$ cat src/sv/ups_pkg.sv
// Package for the battery-backed supply supervisor: state, action, LED and register codes.
`timescale 1ns / 1ps

package ups_pkg;

	typedef enum logic [2:0] {
		ST_RUN          = 3'd0,
		ST_UNCLEAR      = 3'd1,
		ST_WARN_TO_RUN  = 3'd2,
		ST_SHUT_TO_RUN  = 3'd3,
		ST_WARN         = 3'd4,
		ST_WARN_TO_SHUT = 3'd5,
		ST_SHUT         = 3'd6
	} power_state_t;

	typedef enum logic [2:0] {
		ACT_TICK    = 3'd0,
		ACT_EVAL    = 3'd1,
		ACT_CONTACT = 3'd2,
		ACT_PRIMED  = 3'd3,
		ACT_CAUSE   = 3'd4
	} action_t;

	typedef enum logic [1:0] {
		LED_NONE     = 2'd0,
		LED_BG_OFF   = 2'd1,
		LED_BLINK_BG = 2'd2,
		LED_REBOOT   = 2'd3
	} led_t;

	typedef enum logic [2:0] {
		CFG_SHUTDOWN_MV = 3'd0,
		CFG_WARN_MV     = 3'd1,
		CFG_RESTART_MV  = 3'd2,
		CFG_TIMEOUT_S   = 3'd3,
		CFG_FORCE_OFF   = 3'd4
	} cfg_index_t;

	localparam logic [2:0]  CAUSE_HOST      = 3'b001;
	localparam logic [2:0]  CAUSE_BATTERY   = 3'b010;
	localparam logic [1:0]  PRIMED_ARMED    = 2'd1;
	localparam logic [1:0]  PRIMED_BUTTON   = 2'd2;
	localparam logic [15:0] SECONDS_MAX     = 16'hFFFF;

	localparam logic [15:0] RST_SHUTDOWN_MV = 16'd3200;
	localparam logic [15:0] RST_WARN_MV     = 16'd3400;
	localparam logic [15:0] RST_RESTART_MV  = 16'd3600;
	localparam logic [15:0] RST_TIMEOUT_S   = 16'd60;

endpackage

$ cat src/sv/ups_power_state_controller.sv
// Top level of the supply supervisor: input register, state update pass and result register.
// Throughput: one word per cycle while the receiver keeps out_ready high; a stall holds
// the result register and then the input register. The single-pass state update allows it.
// Reset (arst_n low, asynchronous): state unclear, counter, primed level and causes zero,
// registers at their reset values, both pipeline stages empty.
`timescale 1ns / 1ps

module ups_power_state_controller
	import ups_pkg::*;
(
	input  logic        clk,
	input  logic        arst_n,

	input  logic        cfg_we,
	input  logic [2:0]  cfg_index,
	input  logic [15:0] cfg_data,

	input  logic        in_valid,
	output logic        in_ready,
	input  logic [2:0]  action,
	input  logic [15:0] battery_mv,
	input  logic        charger_present,
	input  logic [1:0]  primed_value,
	input  logic [2:0]  cause_bits,

	output logic        out_valid,
	input  logic        out_ready,
	output logic [2:0]  state_code,
	output logic [15:0] seconds_out,
	output logic        power_off_pulse,
	output logic        power_on_pulse,
	output logic        host_restart_pulse,
	output logic        shutdown_warning,
	output logic [1:0]  led_pattern
);

	// Configuration registers
	logic [15:0] shutdown_mv_q, warn_mv_q, restart_mv_q, timeout_s_q;
	logic        force_off_q;

	// Supervisor state
	power_state_t state_q;
	logic [15:0]  seconds_q;
	logic [1:0]   primed_q;
	logic [2:0]   causes_q;

	// Input register
	logic        valid_s1;
	logic [2:0]  action_s1;
	logic [15:0] mv_s1;
	logic        charger_s1;
	logic [1:0]  pval_s1;
	logic [2:0]  cbits_s1;

	logic advance;

	power_state_t state_d;
	logic [15:0]  seconds_d;
	logic [1:0]   primed_d;
	logic [2:0]   causes_d;
	logic         p_off_d, p_on_d, p_rst_d, warn_d;
	led_t         led_d;

	assign advance  = valid_s1 && (!out_valid || out_ready);
	assign in_ready = !valid_s1 || advance;

	always_ff @(posedge clk or negedge arst_n) begin
		if (!arst_n) begin
			shutdown_mv_q <= RST_SHUTDOWN_MV;
			warn_mv_q     <= RST_WARN_MV;
			restart_mv_q  <= RST_RESTART_MV;
			timeout_s_q   <= RST_TIMEOUT_S;
			force_off_q   <= 1'b0;
		end else if (cfg_we) begin
			unique case (cfg_index)
				CFG_SHUTDOWN_MV: shutdown_mv_q <= cfg_data;
				CFG_WARN_MV:     warn_mv_q     <= cfg_data;
				CFG_RESTART_MV:  restart_mv_q  <= cfg_data;
				CFG_TIMEOUT_S:   timeout_s_q   <= cfg_data;
				CFG_FORCE_OFF:   force_off_q   <= cfg_data[0];
				default: ;
			endcase
		end
	end

	always_ff @(posedge clk or negedge arst_n) begin
		if (!arst_n) begin
			valid_s1 <= 1'b0;
		end else if (in_ready) begin
			valid_s1 <= in_valid;
		end
	end

	always_ff @(posedge clk) begin
		if (in_ready && in_valid) begin
			action_s1  <= action;
			mv_s1      <= battery_mv;
			charger_s1 <= charger_present;
			pval_s1    <= primed_value;
			cbits_s1   <= cause_bits;
		end
	end

	// One word's effect on the state. Every decision in an evaluate uses the
	// counter value held at the start of the word.
	always_comb begin
		state_d   = state_q;
		seconds_d = seconds_q;
		primed_d  = primed_q;
		causes_d  = causes_q;
		p_off_d   = 1'b0;
		p_on_d    = 1'b0;
		p_rst_d   = 1'b0;
		warn_d    = 1'b0;
		led_d     = LED_NONE;

		unique case (action_s1)
			ACT_TICK: begin
				if (seconds_q != SECONDS_MAX) begin
					seconds_d = seconds_q + 16'd1;
				end
			end
			ACT_EVAL: begin
				if (charger_s1) begin
					priority if (mv_s1 <= shutdown_mv_q) begin
						if (state_d < ST_WARN_TO_SHUT) begin
							state_d = ST_WARN_TO_SHUT;
						end
					end else if (mv_s1 <= warn_mv_q) begin
						if (state_d < ST_WARN) begin
							state_d  = ST_WARN;
							causes_d = causes_d | CAUSE_BATTERY;
						end
					end else if (mv_s1 <= restart_mv_q) begin
						if (state_d == ST_UNCLEAR && seconds_q > timeout_s_q) begin
							state_d = ST_WARN;
						end
					end else begin
						priority if (state_d == ST_SHUT || state_d == ST_WARN_TO_SHUT) begin
							state_d = ST_SHUT_TO_RUN;
						end else if (state_d == ST_WARN) begin
							state_d = ST_WARN_TO_RUN;
						end else if (state_d == ST_UNCLEAR) begin
							state_d = ST_RUN;
						end else begin
						end
					end
				end

				// The host gets the warning only for causes other than its own.
				if (state_d <= ST_WARN && !causes_d[0] && causes_d > CAUSE_HOST &&
				    seconds_q < timeout_s_q) begin
					warn_d = 1'b1;
				end

				if (state_d == ST_WARN_TO_SHUT) begin
					if (primed_q == PRIMED_ARMED && force_off_q) begin
						p_off_d = 1'b1;
						led_d   = LED_BG_OFF;
					end
					state_d = ST_SHUT;
				end

				priority if (state_d == ST_WARN) begin
					seconds_d = '0;
				end else if (state_d == ST_SHUT_TO_RUN) begin
					if (primed_q == PRIMED_ARMED) begin
						p_on_d = 1'b1;
						led_d  = LED_BLINK_BG;
					end
					seconds_d = '0;
					state_d   = ST_RUN;
					causes_d  = '0;
				end else if (state_d == ST_WARN_TO_RUN) begin
					state_d  = ST_RUN;
					causes_d = '0;
				end else begin
				end

				if (state_d == ST_RUN && seconds_q > timeout_s_q && primed_q != 2'd0) begin
					led_d   = LED_REBOOT;
					p_rst_d = 1'b1;
					if (primed_q == PRIMED_BUTTON) begin
						primed_d = 2'd0;
					end
					seconds_d = '0;
				end
			end
			ACT_CONTACT: begin
				if (state_q == ST_UNCLEAR) begin
					state_d = ST_RUN;
				end
				seconds_d = '0;
			end
			ACT_PRIMED: begin
				primed_d = pval_s1;
			end
			ACT_CAUSE: begin
				causes_d = causes_q | cbits_s1;
			end
			default: ;
		endcase
	end

	always_ff @(posedge clk or negedge arst_n) begin
		if (!arst_n) begin
			state_q   <= ST_UNCLEAR;
			seconds_q <= '0;
			primed_q  <= '0;
			causes_q  <= '0;
			out_valid <= 1'b0;
		end else begin
			if (advance) begin
				state_q   <= state_d;
				seconds_q <= seconds_d;
				primed_q  <= primed_d;
				causes_q  <= causes_d;
				out_valid <= 1'b1;
			end else if (out_ready) begin
				out_valid <= 1'b0;
			end
		end
	end

	always_ff @(posedge clk) begin
		if (advance) begin
			state_code         <= state_d;
			seconds_out        <= seconds_d;
			power_off_pulse    <= p_off_d;
			power_on_pulse     <= p_on_d;
			host_restart_pulse <= p_rst_d;
			shutdown_warning   <= warn_d;
			led_pattern        <= led_d;
		end
	end

`ifndef SYNTH
	// Transitional states are resolved within the evaluate that enters them.
	a_no_transient_state: assert property (@(posedge clk) disable iff (!arst_n)
		!(state_q == ST_WARN_TO_SHUT || state_q == ST_SHUT_TO_RUN ||
		  state_q == ST_WARN_TO_RUN))
		else $error("transitional power state was stored");

	a_power_on_runs: assert property (@(posedge clk) disable iff (!arst_n)
		(out_valid && power_on_pulse) |-> (state_code == ST_RUN && seconds_out == 16'd0))
		else $error("power on without entering run");

	a_power_off_shut: assert property (@(posedge clk) disable iff (!arst_n)
		(out_valid && power_off_pulse) |-> (state_code == ST_SHUT))
		else $error("power off without entering shut");

	a_restart_clears: assert property (@(posedge clk) disable iff (!arst_n)
		(out_valid && host_restart_pulse) |-> (seconds_out == 16'd0 && state_code == ST_RUN))
		else $error("host restart without clearing the counter");

	a_full_stall: assert property (@(posedge clk) disable iff (!arst_n)
		(valid_s1 && out_valid && !out_ready) |-> !in_ready)
		else $error("word accepted while both stages are full and stalled");
`endif

endmodule

$ cat config.mk
export PLATFORM = sky130hd
export DESIGN_NAME = ups_power_state_controller
export DESIGN_NICKNAME = d
export VERILOG_FILES = /design/src/sv/ups_pkg.sv /design/src/sv/ups_power_state_controller.sv
export SDC_FILE = /design/constraint.sdc
export NUM_CORES = 1
export LEC_CHECK = 0
export BUFFER_PORTS_ARGS = -buffer_cell sky130_fd_sc_hd__buf_2
export CORE_UTILIZATION = 35
export DETAILED_ROUTE_END_ITERATION = 6
export SLEW_MARGIN = 20
export SYNTH_ARGS = -nofsm -noshare
export SYNTH_HDL_FRONTEND = slang
export SYNTH_SLANG_ARGS = --single-unit
$ cat constraint.sdc
create_clock -name clk -period 7.5 [get_ports clk]
set_input_delay 1.5 -clock clk [delete_from_list [all_inputs] [get_ports clk]]
set_output_delay 1.5 -clock clk [all_outputs]
set_load 0.005 [all_outputs]
==> metrics.txt, run 1 <==
Total Nets Final=922; port buffer count=75; most frequent cell after synthesis=nand2_1; power share of the clock group=35.9%; multiplexer area fraction after synthesis=3.08%; required time worst endpoint=7.67 ns; cell count after synthesis=731; clock slew at reported path FFs=0.06 ns; Synthesized Nets=845; iteration-0 DRC count of the detailed router=424; worst-path cell chain=inv_1 > ha_1 > nand4_1 > nor4_1 > nand2_1 > nor4bb_2 > o32ai_4 > nor2_2 > a311oi_4 > o21ai_4 > a211o_1; # diodes=0; first-pass GRT wire length=29.4 mm; CP max stage cell=nor4_1; CTS Root Cell=clkbuf_16; met2 GRT Util=26.8%; Yosys top cell area share=24.1%; worst IR drop on VDD=0.168 mV; die width=150 um; antenna viol nets, final=0; commonest cells in the netlist=95 x nand2_1, 74 x dfrtp_1, 69 x inv_1; Ys Warns=0; fin crit period=3.75 ns; Max Root-Sink Buffers=2; met1 Track Usage GR=23.6%; total CTS buffers=17; max_cap viols=0; initial antenna violation count=0; Logic pwr share=21.4%; CP Max Fanout=16; post-synthesis simple-gate area fraction=15.6%; Total Neg Setup Slack=0 ns; post-synthesis adder-cell area fraction=10.6%; largest net degree at the start of global routing=67; Worst Tran Pin Value=0.860 ns; share of post-route cells with drive strength above 1=21.4%; Pre-antenna DRT Iters=5; sequential share of power=42.7%; CTS tree=done; GRT busiest layer=met2; Rel. slew slack=42.5%; layout overhead on the synthesized area=16.3%; Clock Skew=0.0107 ns; Critical Setup Path Class=reg2reg; std cell rows=53; top post-synthesis cells by area=dfrtp_1 24%, edfxtp_1 20%, ha_1 11%; clock latency on the worst-skew pair=0.42 ns; register area share after synthesis=49.5%; Vias/cell=5.13; fin. max-slew vios=0; CTS Hold Bufs=0; Starting Density=36.1%; post-synth top area cell=dfrtp_1; Mapped Area=7680 sq um; Cell Pwr Density=265 nW/um^2; FFs w/ async S/R, synth=64.5%; area fraction in compound gates after synthesis=15.9%; Critical Path Start Type=flip-flop; cts repair resizes=0; Inst Count DP=1063; drt drc=0; Finished Layout Cells=1096; hold crit path type=reg2reg; fmax=267 MHz; DP Worst Slack=3.81 ns; Num Clock Sinks=141; die height=150 um; vias in the first global route=5495; Largest stage delay, worst path=0.54 ns; switch share=29.7%; Vias=5620; internal power=0.00167 W; # setup viols final=0; Post-synth EDFFs=50; I/O pins=76; DRT Wirelength=17.9 mm; arrival time worst endpoint=3.92 ns; post-CTS setup buffer count=0; Leakage Power=4.09 nW; H-tree Lvls=4; P_sw=0.000703 W; Wirelength per Cell=16.3 um; Post-synth top flop=dfrtp_1; grt met3 use=3.42%; die area=22500 sq um; Avg Cell Area, Syn=10.5 sq um; CP Capture Type=flip-flop; Final period util=50.0%; Yosys cell types=78; routability congestion estimate from global placement=0.821; RSZ-0062 raised after global routing=no; status=finished clean; hpwl dp=13.0 mm; final hold violations=0; core area=21300 sq um; GRT Total Usage=17.1%; Synth Area in XOR/XNOR=0.228%; synthesized flop and latch total=141; grt total ovfl=0; main combinational cell family by area after synthesis=compound AO/OA/AOI/OAI gates; worst setup margin=3.75 ns
-- cells in the final DEF (no fill, tap or decap), types with 6 or more instances in the layout --
| cell | synthesis | layout |
|---|---|---|
| nand2_1 | 95 | 95 |
| dfrtp_1 | 74 | 74 |
| buf_2 | 1 | 74 |
| inv_1 | 69 | 69 |
| ha_1 | 65 | 65 |
| o21ai_0 | 57 | 57 |
| edfxtp_1 | 50 | 50 |
| a21oi_1 | 40 | 40 |
| nand3_1 | 25 | 25 |
| nor2_1 | 24 | 24 |
| mux2_2 | 21 | 21 |
| clkbuf_16 | 0 | 20 |
| nor3_1 | 17 | 17 |
| and3_1 | 17 | 17 |
| dfstp_2 | 17 | 17 |
| a21o_1 | 16 | 16 |
| nand4_1 | 15 | 15 |
| a211o_1 | 9 | 9 |
| nand2b_1 | 7 | 7 |
| buf_4 | 1 | 7 |
| a31oi_1 | 6 | 6 |
-- critical path, delay by kind of cell (launching register included) --
| kind | cells | cell delay (ns) |
|---|---|---|
| AND/OR/NAND/NOR | 5 | 1.34 |
| AO/OA/AOI/OAI | 4 | 1.29 |
| adder cells (fa/ha/maj) | 1 | 0.31 |
| flip-flops | 1 | 0.51 |
| buffers and inverters | 1 | 0.04 |
-- registers in the layout, indices dropped and copies added, names as in the netlist, 16 cells and up --
register       flops
seconds_q         16
seconds_out       16
restart_mv_q      16
warn_mv_q         16
mv_s1             16
shutdown_mv_q     16
timeout_s_q       16
-- power by group through the flow --
stage | Clock (W) | Sequential, W | Combinational (W)
floorplan | 0 | 0.000998 | 0.000384
global placement | 0 | 0.00102 | 0.000500
detailed placement | 0 | 0.00102 | 0.000508
CTS | 0.000866 | 0.00101 | 0.000512
global route | 0.000895 | 0.00103 | 0.000582
finish | 0.000851 | 0.00101 | 0.000508
-- routing by layer --
metal	vias to the layer above	wire length, um	part of all wire [%]
li1	2793	-	-
met5	-	0	0
met3	24	732	4.1
met2	119	8200	46
met1	2684	8700	49
met4	0	240	1.3
-- per-stage QoR --
stage / total power [W] / hold WS, ns / util (%) / area, sq um
2_1_floorplan: 0.00138 / 0.455 / - / 7680
3_3_place_gp: 0.00152 / 0.463 / 39.0 / 8310
3_5_place_dp: 0.00153 / 0.490 / 39.0 / 8310
4_1_cts: 0.00239 / 0.504 / 41.9 / 8920
5_1_grt: 0.00250 / 0.514 / 42.0 / 8930
6_report: 0.00237 / 0.497 / 42.0 / 8930
-- logic make-up after synthesis --
group	Yosys count
adders and majority gates	65
AOI/OAI and AO/OA	175
and+or+nand+nor	233
muxes	21
buffers and inverters	94
DFF	141
xor gates and xnor gates	2
-- cell type report --
cell class                      count  area, sq um
Sequential cell                   141         3800
Timing Repair Buffer               82          438
Inverter                           70          263
Clock inverter                      7         46.3
Fill cell                        2042        12400
Tap cell                          275          344
Clock buffer                       25          559
Multi-Input combinational cell    496         3480
-- worst paths after layout --
kind                                               from                           end  slack (ns)  depth (start not counted)
max in group asynchronous                        arst_n  shutdown_mv_q[9]$_DFFE_PN0P_        5.30                          2
hold reg to reg                   cbits_s1[0]$_DFFE_PP_       causes_q[0]$_DFFE_PN0P_        0.50                          2
setup / recovery           restart_mv_q[11]$_DFFE_PN1P_      seconds_out[3]$_DFFE_PP_        3.75                         11
hold / removal                    cbits_s1[0]$_DFFE_PP_       causes_q[0]$_DFFE_PN0P_        0.50                          2
min in group asynchronous                        arst_n     seconds_q[15]$_DFFE_PN0P_        1.00                          1
setup reg to reg           restart_mv_q[11]$_DFFE_PN1P_      seconds_out[3]$_DFFE_PP_        3.75                         11
No activity file was read; power rests on OpenSTA's default activity.
==> run 2, diff against run 1 <==
==> constraint.sdc (replaced) <==
create_clock -name clk -period 3.5 [get_ports clk]
set_input_delay 0.7 -clock clk [delete_from_list [all_inputs] [get_ports clk]]
set_output_delay 0.7 -clock clk [all_outputs]
set_load 0.005 [all_outputs]
==> metrics.txt, run 2 (synthesized netlist as in run 1, its figures left out) <==
FF-to-FF End=seconds_out[8]$_DFFE_PP_; Inst Count DP=1089 (+2.4%); iteration-0 DRC count of the detailed router=306 (-28%); layout overhead on the synthesized area=23.2%; P_sw=0.00157 W (+120%); fin. max-slew vios=0 (unchanged); most frequent CP cell=nand4_4; largest net degree at the start of global routing=77 (+15%); r2r setup slk=-0.02 ns (-3.78 ns); core area=21300 sq um (unchanged); Starting Density=36.1% (unchanged); Total Nets Final=963 (+4.4%); max layer used=met4; fmax=284 MHz (+6.4%); hold crit path type=in2async; DRT Wirelength=18.7 mm (+4.4%); RSZ-0062 raised after global routing=yes; Wirelength per Cell=16.4 um (+0.65%); die area=22500 sq um (unchanged); total CTS buffers=17 (unchanged); Num Clock Sinks=141 (unchanged); hpwl dp=13.3 mm (+1.6%); Pre-antenna DRT Iters=5 (unchanged); final instance area=9460 sq um (+5.9%); switch share=30.2% (+0.50 points); delay-heaviest family, CP=compound AO/OA/AOI/OAI gates; H-tree Lvls=4 (unchanged); fin crit period=3.52 ns (-0.224 ns); port buffer count=75 (unchanged); routability congestion estimate from global placement=0.852 (+3.8%); most common cell after layout, fill and taps aside=nand2_1; CTS Root Cell=clkbuf_16; worst-path cell chain=inv_1 > ha_4 > nand4_4 > nor4_4 > a21boi_4 > o31a_4 > nand4_4 > a311o_1 > and4_4 > a311oi_4 > o21ai_4 > buf_6 > a211o_1; antenna viol nets, final=0 (unchanged); Leakage Power=4.33 nW (+5.9%); std cell rows=53 (unchanged); Critical Path Start Type=flip-flop; # diodes=0 (unchanged); Largest stage delay, worst path=0.51 ns (-0.03 ns); first-pass GRT wire length=29.9 mm (+1.7%); failing checks=negative setup slack; arrival time worst endpoint=3.70 ns (-0.22 ns); Layout Utilization=44.4% (+2.5 points); Buf/Inv on CP=2 (+1); status=complete, but fails checks; M1 WL=8.76 mm (+0.67%); CTS tree=done; CP Max Fanout=7 (-9); initial antenna violation count=0 (unchanged); CTS Hold Bufs=0 (unchanged); CP max stage cell=dfstp_2; # setup viols final=8 (+8); Clock Skew=0.0150 ns (+0.00429 ns); internal power=0.00364 W (+120%); grt total ovfl=0 (unchanged); worst setup margin=-0.0234 ns (-3.78 ns); die width=150 um (unchanged); I/O pins=76 (unchanged); required time worst endpoint=3.68 ns (-3.99 ns); sequential share of power=41.3% (-1.4 points); max_cap viols=0 (unchanged); metal3 WL=828 um (+13%); clock latency on the worst-skew pair=0.43 ns (about the same); Area after DPL=8510 sq um (+2.3%); # fillers=2028 (-0.69%); Reg-to-Reg Start=warn_mv_q[11]$_DFFE_PN1P_; Worst R2R Path Depth=13 (+2); GRT Total Usage=17.4% (+0.32 points); Hold Worst Slack=0.166 ns (-0.331 ns); Vias=5837 (+3.9%); multi-input logic area=3720 sq um (+6.7%); Met2 Routed Length=8.88 mm (+8.3%); share of post-route cells with drive strength above 1=27.1% (+5.7 points); worst IR drop on VDD=0.391 mV (+130%); final hold violations=0 (unchanged); most frequent cells in the layout=94 x nand2_1, 74 x dfrtp_1, 74 x buf_2; Rel. slew slack=43.1% (+0.67 points); die height=150 um (unchanged); drt drc=0 (unchanged); Critical Setup Path Class=reg2reg; Finished Layout Cells=1137 (+3.7%); clock slew at reported path FFs=0.06 ns (about the same); Final period util=101% (+51 points); Vias/cell=5.13 (+0.12%); vias in the first global route=5715 (+4.0%); Worst Tran Pin Value=0.851 ns (-0.00976 ns); Pwr Total=0.00521 W (+120%); Cell Pwr Density=551 nW/um^2 (+110%); CP Capture Type=flip-flop; Max Root-Sink Buffers=2 (unchanged); power share of the clock group=33.2% (-2.7 points); Logic pwr share=25.5% (+4.1 points); Reg area=3800 sq um (unchanged)
run 2: worst max-delay path by stage:
stage	start	to	slack [ns]	cells after the start
after global placement	warn_mv_q[10]$_DFFE_PN1P_	seconds_out[8]$_DFFE_PP_	0.02	12
after detailed placement	warn_mv_q[10]$_DFFE_PN1P_	seconds_out[0]$_DFFE_PP_	-0.07	12
after global routing	warn_mv_q[10]$_DFFE_PN1P_	seconds_out[4]$_DFFE_PP_	-0.16	13
after CTS	restart_mv_q[9]$_DFFE_PN1P_	seconds_out[8]$_DFFE_PP_	-0.009	14
after floorplan	shutdown_mv_q[7]$_DFFE_PN1P_	seconds_out[2]$_DFFE_PP_	0.26	13
final	warn_mv_q[11]$_DFFE_PN1P_	seconds_out[8]$_DFFE_PP_	-0.02	13
run 2: area by class of cell:
class,count,area share [%]
flip-flops and latches,141,40.2
well taps,275,3.64
inverters,70,2.78
clock buffers,22,5.03
clock inverters,10,0.939
multi-input cells,497,39.3
repair buffers,122,8.17
run 2: timing repair:
action	in CTS	in global routing
buffers inserted	6	8
resized for setup	15	19
endpoints found under the setup margin	12	34
pin swaps	4	25
cloned	0	1
run 2: metal layers:
| layer | GRT usage (%) | up-vias |
|---|---|---|
| met5 | 0 | - |
| met4 | 5.00 | 0 |
| met3 | 3.39 | 18 |
| met2 | 28.1 | 137 |
| met1 | 23.7 | 2807 |
| li1 | - | 2875 |
run 2: power groups by stage:
stage,Combinational (W),Sequential [W],Clock [W]
3_3_place_gp,0.00115,0.00217,0
6_report,0.00133,0.00215,0.00173
5_1_grt,0.00149,0.00218,0.00183
4_1_cts,0.00124,0.00215,0.00177
2_1_floorplan,0.000824,0.00214,0
3_5_place_dp,0.00117,0.00218,0
run 2: through the flow:
stage                     setup TNS [ns]  worst slack (ns)
after detailed placement          -0.501           -0.0709
final                             -0.126           -0.0234
after CTS                        -0.0192          -0.00937
after global placement                 0            0.0222
after floorplan                        0             0.261
after global routing               -1.98            -0.156
